File: src/rtl/cbor_skip_pkg.sv
package cbor_skip_pkg;

   // Fixed widths of the stream fields.
   localparam int LEVEL_W = 5;
   localparam int ARG_W   = 64;

   // Result status codes.
   localparam logic [2:0] ST_OK       = 3'd0;
   localparam logic [2:0] ST_OVERRUN  = 3'd1;
   localparam logic [2:0] ST_BAD_INFO = 3'd2;
   localparam logic [2:0] ST_NEG_OVF  = 3'd3;
   localparam logic [2:0] ST_TAG      = 3'd4;
   localparam logic [2:0] ST_DEEP     = 3'd5;

   // Operation applied to the nesting stack.
   typedef struct packed {
      logic             clear;
      logic             push;
      logic             finish;
      logic [ARG_W-1:0] push_count;
   } stack_ctrl_type;

   // Stack level now, and the level and top-level flag an element finish would give.
   typedef struct packed {
      logic [LEVEL_W-1:0] level;
      logic [LEVEL_W-1:0] fin_level;
      logic               fin_done;
   } stack_stat_type;

endpackage

File: src/rtl/cbor_stream_item_skipper_core.sv
// CBOR item skipper core.
// Bytes of an encoded buffer arrive one per request on the req_ channel
// (req_valid/req_ready), with req_buffer_end marking the last byte of a buffer.
// The block decodes each head, skips string payloads and tracks array and
// map nesting; one result at most per byte leaves on the rsp_ channel
// (rsp_valid/rsp_ready): a decoded head, a completed top-level item or an error.
// After an error, bytes up to the buffer end are consumed without results.
// A request is taken into an input register, worked on once the result register
// is free, and its result is registered. One request is accepted every cycle
// while the receiver does not stall; the rate is set by the combinational pass
// of head decode and stack pop between the two registers.
// csr_wr_en/csr_wr_data write the max_depth limit; the user must do so only while
// idle, as the block itself does not enforce it.
// Reset (synchronous, active high) empties the stack, returns to head decode,
// drops any held request and result, and sets max_depth to 16.
// When the receiver stalls, the result register holds; the input register then
// fills and req_ready falls until the result is taken.
module cbor_stream_item_skipper_core
   import cbor_skip_pkg::*;
#(
   parameter int STACK_DEPTH = 16
) (
   input  logic               clock,
   input  logic               reset,
   input  logic               req_valid,
   output logic               req_ready,
   input  logic [7:0]         req_data_byte,
   input  logic               req_buffer_end,
   output logic               rsp_valid,
   input  logic               rsp_ready,
   output logic               rsp_head_valid,
   output logic [2:0]         rsp_major_type,
   output logic [ARG_W-1:0]   rsp_argument,
   output logic [LEVEL_W-1:0] rsp_nest_depth,
   output logic               rsp_item_done,
   output logic [2:0]         rsp_status,
   input  logic               csr_wr_en,
   input  logic [4:0]         csr_wr_data
);

   localparam logic [1:0] PH_HEAD    = 2'd0;
   localparam logic [1:0] PH_ARG     = 2'd1;
   localparam logic [1:0] PH_PAYLOAD = 2'd2;
   localparam logic [1:0] PH_DISCARD = 2'd3;

   // Registers.
   logic               s1_valid_ff, s1_valid_in;
   logic [7:0]         s1_byte_ff;
   logic               s1_end_ff;
   logic [4:0]         max_depth_ff;
   logic [1:0]         phase_ff, phase_in;
   logic [ARG_W-1:0]   acc_ff, acc_in;
   logic [3:0]         arg_left_ff, arg_left_in;
   logic [2:0]         pend_ff, pend_in;
   logic [ARG_W-1:0]   pay_left_ff, pay_left_in;
   logic               rsp_valid_ff, rsp_valid_in;
   logic               rsp_hv_ff;
   logic [2:0]         rsp_mj_ff;
   logic [ARG_W-1:0]   rsp_arg_ff;
   logic [LEVEL_W-1:0] rsp_nd_ff;
   logic               rsp_done_ff;
   logic [2:0]         rsp_st_ff;

   // Working signals.
   logic               advance;
   logic               req_accept;
   logic [2:0]         b_mj;
   logic [4:0]         b_info;
   logic               hv, done, produce;
   logic [2:0]         mj, st;
   logic [ARG_W-1:0]   arg;
   logic [LEVEL_W-1:0] nd;
   logic               hd_fire;
   logic [2:0]         hd_mj;
   logic [ARG_W-1:0]   hd_arg;
   logic [ARG_W-1:0]   acc_shift;
   logic [ARG_W-1:0]   cnt;
   logic [ARG_W-1:0]   pay_dec;
   logic               fin_req, push_req, clr_req;
   logic [LEVEL_W-1:0] level_after;
   stack_ctrl_type     sctrl;
   stack_stat_type     sstat;

   // Handshake.
   assign advance    = s1_valid_ff && (!rsp_valid_ff || rsp_ready);
   assign req_ready  = !s1_valid_ff || advance;
   assign req_accept = req_valid && req_ready;

   assign b_mj      = s1_byte_ff[7:5];
   assign b_info    = s1_byte_ff[4:0];
   assign acc_shift = {acc_ff[ARG_W-9:0], s1_byte_ff};
   assign pay_dec   = pay_left_ff - ARG_W'(1);

   // Decode of the held byte and the next stream state.
   always_comb begin
      hv          = 1'b0;
      mj          = 3'd0;
      st          = ST_OK;
      arg         = '0;
      nd          = sstat.level;
      done        = 1'b0;
      produce     = 1'b0;
      hd_fire     = 1'b0;
      hd_mj       = 3'd0;
      hd_arg      = '0;
      cnt         = '0;
      fin_req     = 1'b0;
      push_req    = 1'b0;
      clr_req     = 1'b0;
      phase_in    = phase_ff;
      acc_in      = acc_ff;
      arg_left_in = arg_left_ff;
      pend_in     = pend_ff;
      pay_left_in = pay_left_ff;

      case (phase_ff)
         PH_HEAD: begin
            mj = b_mj;
            if (b_mj == 3'd6) begin
               st = ST_TAG;
            end else if (b_mj == 3'd7 || b_info < 5'd24) begin
               hd_fire = 1'b1;
               hd_mj   = b_mj;
               hd_arg  = ARG_W'(b_info);
            end else if (b_info >= 5'd28) begin
               st = ST_BAD_INFO;
            end else begin
               pend_in     = b_mj;
               acc_in      = '0;
               arg_left_in = 4'b0001 << b_info[1:0];
               phase_in    = PH_ARG;
            end
         end
         PH_ARG: begin
            mj          = pend_ff;
            acc_in      = acc_shift;
            arg_left_in = arg_left_ff - 4'd1;
            if (arg_left_in == 4'd0) begin
               hd_fire = 1'b1;
               hd_mj   = pend_ff;
               hd_arg  = acc_shift;
            end
         end
         PH_PAYLOAD: begin
            pay_left_in = pay_dec;
            if (pay_dec == '0) begin
               phase_in = PH_HEAD;
               fin_req  = 1'b1;
               nd       = sstat.fin_level;
            end else begin
               mj = pend_ff;
            end
         end
         default: begin
            clr_req = s1_end_ff;
         end
      endcase

      // Action on a completed head.
      if (hd_fire) begin
         hv       = 1'b1;
         arg      = hd_arg;
         phase_in = PH_HEAD;
         case (hd_mj)
            3'd1: begin
               if (hd_arg[ARG_W-1]) begin
                  st = ST_NEG_OVF;
               end else begin
                  fin_req = 1'b1;
               end
            end
            3'd2, 3'd3: begin
               if (hd_arg == '0) begin
                  fin_req = 1'b1;
               end else begin
                  pend_in     = hd_mj;
                  pay_left_in = hd_arg;
                  phase_in    = PH_PAYLOAD;
               end
            end
            3'd4, 3'd5: begin
               if (hd_mj == 3'd5) begin
                  cnt = hd_arg[ARG_W-1] ? '1 : {hd_arg[ARG_W-2:0], 1'b0};
               end else begin
                  cnt = hd_arg;
               end
               if (cnt == '0) begin
                  fin_req = 1'b1;
               end else if (sstat.level >= max_depth_ff
                            || int'(sstat.level) >= STACK_DEPTH) begin
                  st = ST_DEEP;
               end else begin
                  push_req = 1'b1;
               end
            end
            default: begin
               fin_req = 1'b1;
            end
         endcase
      end

      if (fin_req) begin
         done = sstat.fin_done;
      end

      // Level once this byte's stack operation is applied.
      if (push_req) begin
         level_after = sstat.level + LEVEL_W'(1);
      end else if (fin_req) begin
         level_after = sstat.fin_level;
      end else begin
         level_after = sstat.level;
      end

      // Errors and buffer end; discarded bytes give no result.
      if (phase_ff != PH_DISCARD) begin
         if (st == ST_OK && s1_end_ff && (phase_in != PH_HEAD || level_after != '0)) begin
            st = ST_OVERRUN;
         end
         if (st != ST_OK) begin
            done = 1'b0;
            if (s1_end_ff) begin
               clr_req = 1'b1;
            end else begin
               phase_in = PH_DISCARD;
            end
         end
         produce = hv || done || (st != ST_OK);
      end

      // Return to the reset stream state.
      if (clr_req) begin
         phase_in    = PH_HEAD;
         acc_in      = '0;
         arg_left_in = 4'd0;
         pend_in     = 3'd0;
         pay_left_in = '0;
      end
   end

   // Stack operation, applied only when the held byte moves on.
   always_comb begin
      sctrl.clear      = advance && clr_req;
      sctrl.push       = advance && push_req;
      sctrl.finish     = advance && fin_req;
      sctrl.push_count = cnt;
   end

   cbor_skip_stack #(
      .STACK_DEPTH (STACK_DEPTH)
   ) u_stack (
      .clock (clock),
      .reset (reset),
      .ctrl  (sctrl),
      .stat  (sstat)
   );

   // Control next values.
   always_comb begin
      if (req_accept) begin
         s1_valid_in = 1'b1;
      end else if (advance) begin
         s1_valid_in = 1'b0;
      end else begin
         s1_valid_in = s1_valid_ff;
      end
      if (advance && produce) begin
         rsp_valid_in = 1'b1;
      end else if (rsp_ready) begin
         rsp_valid_in = 1'b0;
      end else begin
         rsp_valid_in = rsp_valid_ff;
      end
   end

   // Control registers and stream state.
   always_ff @(posedge clock) begin
      if (reset) begin
         s1_valid_ff  <= 1'b0;
         rsp_valid_ff <= 1'b0;
         max_depth_ff <= 5'd16;
         phase_ff     <= PH_HEAD;
         acc_ff       <= '0;
         arg_left_ff  <= 4'd0;
         pend_ff      <= 3'd0;
         pay_left_ff  <= '0;
      end else begin
         s1_valid_ff  <= s1_valid_in;
         rsp_valid_ff <= rsp_valid_in;
         if (csr_wr_en) begin
            max_depth_ff <= csr_wr_data;
         end
         if (advance) begin
            phase_ff    <= phase_in;
            acc_ff      <= acc_in;
            arg_left_ff <= arg_left_in;
            pend_ff     <= pend_in;
            pay_left_ff <= pay_left_in;
         end
      end
   end

   // Input and result payload registers.
   always_ff @(posedge clock) begin
      if (req_accept) begin
         s1_byte_ff <= req_data_byte;
         s1_end_ff  <= req_buffer_end;
      end
      if (advance && produce) begin
         rsp_hv_ff   <= hv;
         rsp_mj_ff   <= mj;
         rsp_arg_ff  <= arg;
         rsp_nd_ff   <= nd;
         rsp_done_ff <= done;
         rsp_st_ff   <= st;
      end
   end

   assign rsp_valid      = rsp_valid_ff;
   assign rsp_head_valid = rsp_hv_ff;
   assign rsp_major_type = rsp_mj_ff;
   assign rsp_argument   = rsp_arg_ff;
   assign rsp_nest_depth = rsp_nd_ff;
   assign rsp_item_done  = rsp_done_ff;
   assign rsp_status     = rsp_st_ff;

   // A waiting result is not overwritten.
   a_rsp_hold: assert property (@(posedge clock) disable iff (reset)
      (rsp_valid_ff && !rsp_ready) |=> (rsp_valid_ff && $stable(rsp_arg_ff)))
      else $error("waiting result changed");

   // A completed item never comes with an error status.
   a_done_ok: assert property (@(posedge clock) disable iff (reset)
      (rsp_valid_ff && rsp_done_ff) |-> (rsp_st_ff == ST_OK))
      else $error("item done together with an error");

   // A buffer end with an error leaves the stream in head decode.
   a_end_clear: assert property (@(posedge clock) disable iff (reset)
      (advance && s1_end_ff && st != ST_OK) |=> (phase_ff == PH_HEAD))
      else $error("stream not reset at buffer end");

endmodule

File: src/rtl/cbor_skip_stack.sv
module cbor_skip_stack
   import cbor_skip_pkg::*;
#(
   parameter int STACK_DEPTH = 16
) (
   input  logic           clock,
   input  logic           reset,
   input  stack_ctrl_type ctrl,
   output stack_stat_type stat
);

   localparam int IW = (STACK_DEPTH > 1) ? $clog2(STACK_DEPTH) : 1;

   logic [ARG_W-1:0]   cnt_ff [STACK_DEPTH];
   logic               one_ff [STACK_DEPTH];
   logic [LEVEL_W-1:0] level_ff;
   logic [LEVEL_W-1:0] level_in;

   logic               found;
   logic [IW-1:0]      top_idx;
   logic [ARG_W-1:0]   top_cnt;
   logic [LEVEL_W-1:0] fin_level;

   // Find the innermost open container whose count does not run out with this element.
   always_comb begin
      found   = 1'b0;
      top_idx = '0;
      for (int i = 0; i < STACK_DEPTH; i++) begin
         if ((int'(level_ff) > i) && !one_ff[i]) begin
            found   = 1'b1;
            top_idx = IW'(i);
         end
      end
   end

   assign top_cnt   = cnt_ff[top_idx];
   assign fin_level = found ? LEVEL_W'(int'(top_idx) + 1) : '0;

   assign stat.level     = level_ff;
   assign stat.fin_level = fin_level;
   assign stat.fin_done  = !found;

   // Next stack level.
   always_comb begin
      level_in = level_ff;
      if (ctrl.clear) begin
         level_in = '0;
      end else if (ctrl.push) begin
         level_in = level_ff + LEVEL_W'(1);
      end else if (ctrl.finish) begin
         level_in = fin_level;
      end
   end

   always_ff @(posedge clock) begin
      if (reset) begin
         level_ff <= '0;
      end else begin
         level_ff <= level_in;
      end
   end

   // Count storage: written on a push, decremented at the surviving level on a finish.
   always_ff @(posedge clock) begin
      if (!ctrl.clear && ctrl.push) begin
         cnt_ff[IW'(level_ff)] <= ctrl.push_count;
         one_ff[IW'(level_ff)] <= (ctrl.push_count == ARG_W'(1));
      end else if (!ctrl.clear && ctrl.finish && found) begin
         cnt_ff[top_idx] <= top_cnt - ARG_W'(1);
         one_ff[top_idx] <= (top_cnt == ARG_W'(2));
      end
   end

   // The level never passes the stack size.
   a_level_bound: assert property (@(posedge clock) disable iff (reset)
      int'(level_ff) <= STACK_DEPTH)
      else $error("stack level beyond stack size");

   // A clear empties the stack.
   a_clear: assert property (@(posedge clock) disable iff (reset)
      ctrl.clear |=> (level_ff == '0))
      else $error("stack not empty after clear");

   // A push opens exactly one level.
   a_push: assert property (@(posedge clock) disable iff (reset)
      (ctrl.push && !ctrl.clear) |=> (level_ff == $past(level_ff) + LEVEL_W'(1)))
      else $error("push did not open one level");

   // A finish lands on the level that was announced.
   a_finish: assert property (@(posedge clock) disable iff (reset)
      (ctrl.finish && !ctrl.clear && !ctrl.push) |=> (level_ff == $past(fin_level)))
      else $error("finish landed on wrong level");

endmodule

File: config.mk
export PLATFORM = sky130hd
export DESIGN_NAME = cbor_stream_item_skipper_core
export DESIGN_NICKNAME = d
export VERILOG_FILES = /design/src/rtl/cbor_skip_pkg.sv /design/src/rtl/cbor_stream_item_skipper_core.sv /design/src/rtl/cbor_skip_stack.sv
export SDC_FILE = /design/constraint.sdc
export NUM_CORES = 2
export LEC_CHECK = 0
export BUFFER_PORTS_ARGS = -buffer_cell sky130_fd_sc_hd__buf_2
export CORE_ASPECT_RATIO = 0.75
export CORE_MARGIN = 2
export CORE_UTILIZATION = 54
export DETAILED_ROUTE_END_ITERATION = 6
export GPL_ROUTABILITY_DRIVEN = 0
export GPL_TIMING_DRIVEN = 0
export PLACE_DENSITY = 0.7
export RECOVER_POWER = 25
export REMOVE_ABC_BUFFERS = 1
export SETUP_SLACK_MARGIN = 0.5
export SLEW_MARGIN = 30
export SYNTH_ARGS = -nofsm -noshare
export SYNTH_HDL_FRONTEND = slang
export SYNTH_SLANG_ARGS = --single-unit
File: constraint.sdc
create_clock -name clock -period 17.9 [get_ports clock]
set_clock_uncertainty 0.15 [all_clocks]
set_input_delay 4.475 -clock clock [delete_from_list [all_inputs] [get_ports clock]]
set_output_delay 4.475 -clock clock [all_outputs]
set_load 0.02 [all_outputs]
; After elaboration in Yosys (flattened, before gate mapping)
; Memory sizes are Yosys's and may differ from the RTL's.
; Cells that the tools add are included.
[totals]
reg_bits = 227
wordCells = 275
ram_bits = 1040
in_bits = 19
out_inout_bits = 79
memories = 2
[op_classes]
mux = 141
n_addsub = 5
magnitude_cmp = 20
shift = 1
reduce_logical = 74
n_eq_ne = 15
[mem_list]
columns = name, words, word_bits, rd, rd_ports_with_merged_regs, write_ports, line
row1 = u_stack.cnt_ff, 16, 64, 1, 0, 1, cbor_skip_stack.sv:14  ; logic [ARG_W-1:0] cnt_ff [STACK_DEPTH];
row2 = u_stack.one_ff, 16, 1, 16, 0, 1, cbor_skip_stack.sv:15  ; logic one_ff [STACK_DEPTH];
[op_table]
columns = cell, count
row1 = two-way mux 64 bit, 13
row2 = two-way mux 56 bit, 4
row3 = logical NOT 64 bit, 3
row4 = one-hot mux 64 bit (2 select lines), 1
row5 = "subtractor 64 x 1 -> 64 bit, second input constant", 2
row6 = one-hot mux 56 bit (2 select lines), 1
row7 = two-way mux 3 bit, 25
row8 = "equality test 64 x 1 -> 1 bit, second input constant", 1
row9 = "equality test 64 x 2 -> 1 bit, second input constant", 1
row10 = OR reduction 64 bit, 1
row11 = two-way mux 4 bit, 14
row12 = two-way mux 1 bit, 52
row13 = two-way mux 5 bit, 9
row14 = "> comparator 5 x 4 -> 1 bit, second input constant", 8
row15 = two-way mux 2 bit, 15
row16 = logical AND 1 bit, 27
row17 = "> comparator 5 x 3 -> 1 bit, second input constant", 4
row18 = logical NOT 1 bit, 20
row19 = "equality test 3 bit, second input constant", 4
row20 = one-hot mux 3 bit (2 select lines), 2
row21 = "greater-or-equal comparator 5 bit, second input constant", 2
row22 = "> comparator 5 x 1 -> 1 bit, second input constant", 2
row23 = "> comparator 5 x 2 -> 1 bit, second input constant", 2
row24 = "!= test 3 bit, second input constant", 3
row25 = other kinds (27), 40

; Logic depth before layout (Yosys ltp)
; An unclocked memory read counts as a cell.
[depth]
word_depth = 39
mapped_depth = 27
depth_no_buf = 18

; Hierarchy
; From an unflattened synthesis, not the netlist that was laid out.
[hier_totals]
hier_cells = 4619
hier_area_um2 = 56369.1
[by_module_without_submodules]
columns = module, seq_area_each_um2, area_per_inst_um2, instances, cells_each
row1 = cbor_skip_stack, 31330.0, 44328.8, 1, 3201
row2 = cbor_stream_item_skipper_core, 5305.1, 12040.3, 1, 1418

; Worst setup path after synthesis
; OpenSTA, ideal clock, no wires.
[synth_path]
path_type = input to output
start = in rsp_ready
end = out req_ready
required_time_ns = 13.275
stages = 2
t_arrival_ns = 4.800
n_path_buf = 0
path_slack_ns = 8.475
path_cell_list = nor2b_1 -> nand2_1
[synth_via]
elab_chain_cells = 3
[synth_lines]
columns = item, line
row1 = "start, declared", cbor_stream_item_skipper_core.sv:30  ; input logic rsp_ready,
row2 = logical OR 1 bit, cbor_stream_item_skipper_core.sv:85  ; assign advance = s1_valid_ff && (!rsp_valid_ff || rsp_ready);
row3 = logical AND 1 bit, cbor_stream_item_skipper_core.sv:85
row4 = logical OR 1 bit, cbor_stream_item_skipper_core.sv:86  ; assign req_ready = !s1_valid_ff || advance;
row5 = "end, declared", cbor_stream_item_skipper_core.sv:26  ; output logic req_ready,
; No other way between the ends.

; Worst setup path in the final report
[layout_path]
start = reg u_stack.level_ff[1]
end = mem u_stack.cnt_ff[9][9], enable pin
[layout_via]
elab_chain_cells = 38
elab_cells_between_ends = 103
cone_classes = add/sub (2) / order compare (18) / mux (53) / reduce/logical (30)
[layout_lines]
columns = item, line
row1 = "start, declared", cbor_skip_stack.sv:16  ; logic [LEVEL_W-1:0] level_ff;
row2 = "start signal, assigned", cbor_skip_stack.sv:59  ; level_ff <= level_in;
row3 = > comparator 5 x 1 -> 1 bit, cbor_skip_stack.sv:29  ; if ((int'(level_ff) > i) && !one_ff[i]) begin
row4 = logical AND 1 bit, cbor_skip_stack.sv:29
row5 = two-way mux 1 bit, cbor_skip_stack.sv:29
row6 = two-way mux 2 bit / two-way mux 1 bit (equally long branches) (2 in a row), cbor_skip_stack.sv:29
row7 = two-way mux 3 bit / two-way mux 1 bit (equally long branches) (4 in a row), cbor_skip_stack.sv:29
row8 = two-way mux 4 bit / two-way mux 1 bit (equally long branches) (8 in a row), cbor_skip_stack.sv:29
row9 = adder 4 x 1 -> 5 bit / two-way mux 1 bit (equally long branches), "cbor_skip_stack.sv:37, cbor_skip_stack.sv:29"
row10 = two-way mux 5 bit, cbor_skip_stack.sv:37  ; assign fin_level = found ? LEVEL_W'(int'(top_idx) + 1) : '0;
row11 = (+10 left out), --
row12 = logical AND 1 bit, cbor_stream_item_skipper_core.sv:243  ; sctrl.clear = advance && clr_req;
row13 = logical NOT 1 bit, "cbor_skip_stack.sv:65, cbor_skip_stack.sv:68"
row14 = logical AND 1 bit (2 in a row), cbor_skip_stack.sv:68  ; end else if (!ctrl.clear && ctrl.finish && found) begin
row15 = two-way mux 1 bit, cbor_skip_stack.sv:68
row16 = two-way mux 1 bit, cbor_skip_stack.sv:65  ; if (!ctrl.clear && ctrl.push) begin
row17 = two-way mux 1 bit (not written as such), cbor_skip_stack.sv:69  ; cnt_ff[top_idx] <= top_cnt - ARG_W'(1);
row18 = OR reduction 64 bit (no line), --
row19 = two-way mux 4 bit (no line) / two-way mux 1 bit (equally long branches), --
row20 = "end, declared", cbor_skip_stack.sv:14
; Several ways; a longest one is shown, not always the timed one. The select of a mux whose other input is x is not followed.

==> out/qor.csv <==
stage,metric,value,unit
timing,final setup fails,0,
clock_tree,number of buffers added to fix hold violations after cts,0,
pwr,maximum vdd drop,0.1316,mV
cells_and_area,post-layout instance count excluding filler cells,5952,
timing,Slew headroom,-0.6210,
die,die height,281.1,um
synth,Synth Flop Type,edfxtp_1,
place,instance area after placement,61110,um2
global_routing,antenna violations before repair,3,
synth,number of enable-type register cells in the synthesized netlist,1126,
run_status,failing checks,"DRC, capacitance limit, slew limit",
pwr,fraction of power spent switching nets,0.3484,
timing,number of max-slew violations in the final report,274,
clock_tree,buffer depth of the longest clock path,3,
drt,average wire per standard cell,29.16,um
global_routing,pin count of the biggest net entering global routing,82,
drt,vias per cell,6.928,
clock_tree,clk sink count,1267,
cells_and_area,"commonest cells after routing, fill and taps aside","edfxtp_1 (1126), nand2_1 (527), nor2_1 (213), and3_1 (178)",
timing,Worst Tran Pin Value,2.426,ns
clock_tree,H-tree levels,3,
cells_and_area,fill cell count,7319,
drt,First DRT Iteration DRCs,6114,
synth,flip-flop and latch count after synthesis,1267,
critical_path,Critical Path Source Type,flip-flop,
drt,Post-DRT Antenna Nets,0,
die,Placeable Area,101400,um2
pwr,relative contribution of combinational cells to total power,0.323,
run_status,run status,"complete, but fails checks",
clock_tree,clock edge transition at the registers on the reported setup and hold paths,0.06,ns
synth,average cell area after synthesis,12.59,um2
global_routing,first-pass GRT wire length,254500,um
die,standard-cell row count,101,
synth,Post-Syn Instances,4391,
timing,time the final worst path needs with I/O delays and setup,13.12,ns
clock_tree,clock tree from TritonCTS,done,
place,total half-perimeter wirelength after legalization and detailed placement,117000,um
timing,achievable frequency,76.22,MHz
clock_tree,TritonCTS buffer count,113,
critical_path,maximum single-stage delay on the critical path,1.74,ns
synth,sequential element share of the synthesized area,0.6628,
global_routing,vias in the first global route,38570,
synth,library cells used by synthesis,93,
global_routing,total routing resource utilization after global routing,0.3242,
pwr,sequential share of power,0.392,
timing,setup repair after global routing missed its margin,false,
hold_path,worst hold-check path type,flip-flop to flip-flop,
critical_path,crit path max fanout,71,
global_routing,grt ovf,0,
job,total of max-cap violations,13,
timing,Setup WS post-layout,4.780,ns
clock_tree,postcts setup bufs,0,
critical_path,Worst Path Required,18.18,ns
die,die span in x,373.4,um
drt,drc violations,6,
critical_path,Critical Path Slowest Stage Cell,nand2_1,
drt,router iterations before antenna repair,7,
critical_path,data arrival time of the critical path,13.40,ns
cells_and_area,post-route cell area,64460,um2
pwr,total power density per cell area,133.4,nW/um2
timing,count of endpoints failing hold in the final timing report,0,
die,Die Area,105000,um2
pwr,switching power,2995,uW
drt,vias after detailed routing,41230,
synth,area of the mapped netlist,55270,um2
place,count of buffers from port buffering,97,
cells_and_area,"commonest non-fill, non-tap cell in the layout",edfxtp_1,
cells_and_area,net count of the finished layout,4549,
pwr,leakage power figure,0.02281,uW
die,Starting Density,0.5454,
place,Inst Count DP,5736,
pwr,Clock Power Share,0.285,
clock_tree,CTS root buf,clkbuf_16,
pwr,internal power,5602,uW
synth,yosys warns,0,
cells_and_area,signed area change from the synthesized netlist to the final layout,16.61,%
critical_path,kind of critical path,flip-flop to flip-flop,
place,Worst Setup Slack post-DPL,7.380,ns
die,I/O pin total,98,
cells_and_area,fraction of final layout cells with drive strength greater than 1,0.1167,
critical_path,dominant cell type by count on the critical path,buf_16,
timing,crit share post-route,0.7330,
pwr,Total Power Consumption,8598,uW
drt,post-detailed-routing wire length,173500,um
critical_path,Critical Path Sink Type,flip-flop,
synth,ys async rst share,0,
clock_tree,Post-CTS Resized,0,
timing,sum of negative setup slack,0,ns
clock_tree,clock insertion delay at the later pin of the skew report,0.73,ns
layer usage:
| metal | part of all wire | vias up | wire length [um] | global-route usage |
|---|---|---|---|---|
| li1 | - | 17440 | - | - |
| met1 | 0.39 | 20280 | 67410 | 0.4562 |
| met2 | 0.44 | 3005 | 76300 | 0.4888 |
| met3 | 0.13 | 510 | 22730 | 0.08567 |
| met4 | 0.041 | 4 | 7074 | 0.1147 |
| met5 | 0.00012 | - | 21 | 0 |
flip-flops by register name, summed over array words and instances, names as in the netlist, 2 cells and up:
signal and count:
u_stack.cnt_ff 1024, pay_left_ff 64, rsp_argument 64, acc_ff 56, u_stack.one_ff 16, s1_byte_ff 8
max_depth_ff 5, rsp_nest_depth 5, u_stack.level_ff 5, arg_left_ff 4, pend_ff 3, rsp_major_type 3
rsp_status 3, phase_ff 2
power groups by stage:
| stage | logic, uW | registers, uW | clock network, uW |
|---|---|---|---|
| 2_1_floorplan | 1670 | 3450 | 0 |
| 3_3_place_gp | 2490 | 3450 | 0 |
| 3_5_place_dp | 2690 | 3430 | 0 |
| 4_1_cts | 2710 | 3370 | 2450 |
| 5_1_grt | 2920 | 3380 | 2560 |
| 6_report | 2770 | 3370 | 2450 |
Yosys cell counts (10+ instances only):
| cell type | n | area share |
|---|---|---|
| and3_1 | 178 | 0.020 |
| a31o_2 | 11 | 0.0017 |
| a22o_1 | 100 | 0.016 |
| nor4_1 | 68 | 0.0077 |
| nor4b_1 | 10 | 0.0016 |
| o311ai_0 | 35 | 0.0055 |
| nand2_1 | 530 | 0.036 |
| xor2_1 | 15 | 0.0024 |
| a22oi_1 | 34 | 0.0046 |
| a21oi_1 | 159 | 0.014 |
| or3_1 | 20 | 0.0023 |
| o31ai_1 | 23 | 0.0031 |
| a211oi_1 | 158 | 0.021 |
| dfxtp_1 | 141 | 0.051 |
| mux2_2 | 13 | 0.0026 |
| a221oi_1 | 79 | 0.013 |
| nor2_1 | 230 | 0.016 |
| and2_1 | 13 | 0.0015 |
| a32oi_1 | 32 | 0.0051 |
| inv_1 | 88 | 0.0060 |
| mux2i_1 | 157 | 0.028 |
| edfxtp_1 | 1126 | 0.61 |
| o21ai_0 | 147 | 0.013 |
| clkbuf_1 | 196 | 0.013 |
| or2_2 | 10 | 0.0011 |
| ha_1 | 16 | 0.0036 |
| nor3_1 | 98 | 0.0089 |
| nor2b_1 | 18 | 0.0020 |
| nand4_1 | 39 | 0.0044 |
| a31oi_1 | 87 | 0.0098 |
| a311o_1 | 12 | 0.0022 |
| o22ai_1 | 32 | 0.0036 |
| buf_2 | 77 | 0.0070 |
| o32ai_1 | 20 | 0.0032 |
| or4_1 | 16 | 0.0022 |
| nand2b_1 | 15 | 0.0017 |
| a32o_1 | 15 | 0.0027 |
| a311oi_1 | 24 | 0.0038 |
| nand3_1 | 109 | 0.0099 |
| buf_4 | 13 | 0.0018 |
| xnor2_1 | 38 | 0.0060 |
| buf_1 | 30 | 0.0020 |
cell type report:
type / count / area, um2 / share of cell area
Inverter: 91 / 349.1 / 0.005416
Clock inverter: 72 / 635.6 / 0.009861
Clock buffer: 141 / 3035 / 0.04709
Tap cell: 1339 / 1675 / 0.02599
Timing Repair Buffer: 327 / 4518 / 0.07010
Antenna cell: 1 / 2.502 / 0.00003882
Sequential cell: 1267 / 36640 / 0.5684
Multi-Input combinational cell: 2714 / 17600 / 0.2731
stage by stage:
step | hold WS (ns) | utilization
6_report | 0.3415 | 0.6360
5_1_grt | 0.3620 | 0.6359
4_1_cts | 0.3483 | 0.6392
3_5_place_dp | 0.3326 | 0.6030
3_3_place_gp | 0.3239 | 0.5532
2_1_floorplan | 0.3012 | -
critical path: cells and delay by family, from the launching register on:
kind,cells,cell delay [ns]
and+or+nand+nor,8,4.52
buffers and inverters,14,3.74
AOI/OAI and AO/OA,4,2.06
adders and majority gates,3,1.10
DFF,1,0.77
xor gates and xnor gates,1,0.17
path summary, 6_finish.rpt:
check,from,end,slack [ns],cells past startpoint
max reg2reg,u_stack.level_ff[1],u_stack.cnt_ff[9][9],4.78,30
min,max_depth_ff[4],max_depth_ff[4],0.34,2
min reg2reg,max_depth_ff[4],max_depth_ff[4],0.34,2
max,u_stack.level_ff[1],u_stack.cnt_ff[9][9],4.78,30
logic make-up (layout without fill, tap and decap cells):
family                   count (synthesis)  in the layout  share of synthesized area
adder cells (fa/ha/maj)                 16             16                   0.003622
buffers and inverters                  410            631                    0.03088
AO/OA/AOI/OAI                         1080           1080                     0.1412
XOR/XNOR                                53             53                   0.008398
multiplexers                           170            170                    0.03108
flip-flops                            1267           1267                     0.6628
other                                    0              1                          0
AND/OR/NAND/NOR                       1395           1395                     0.1220
Power figures use the tool's default switching activity.
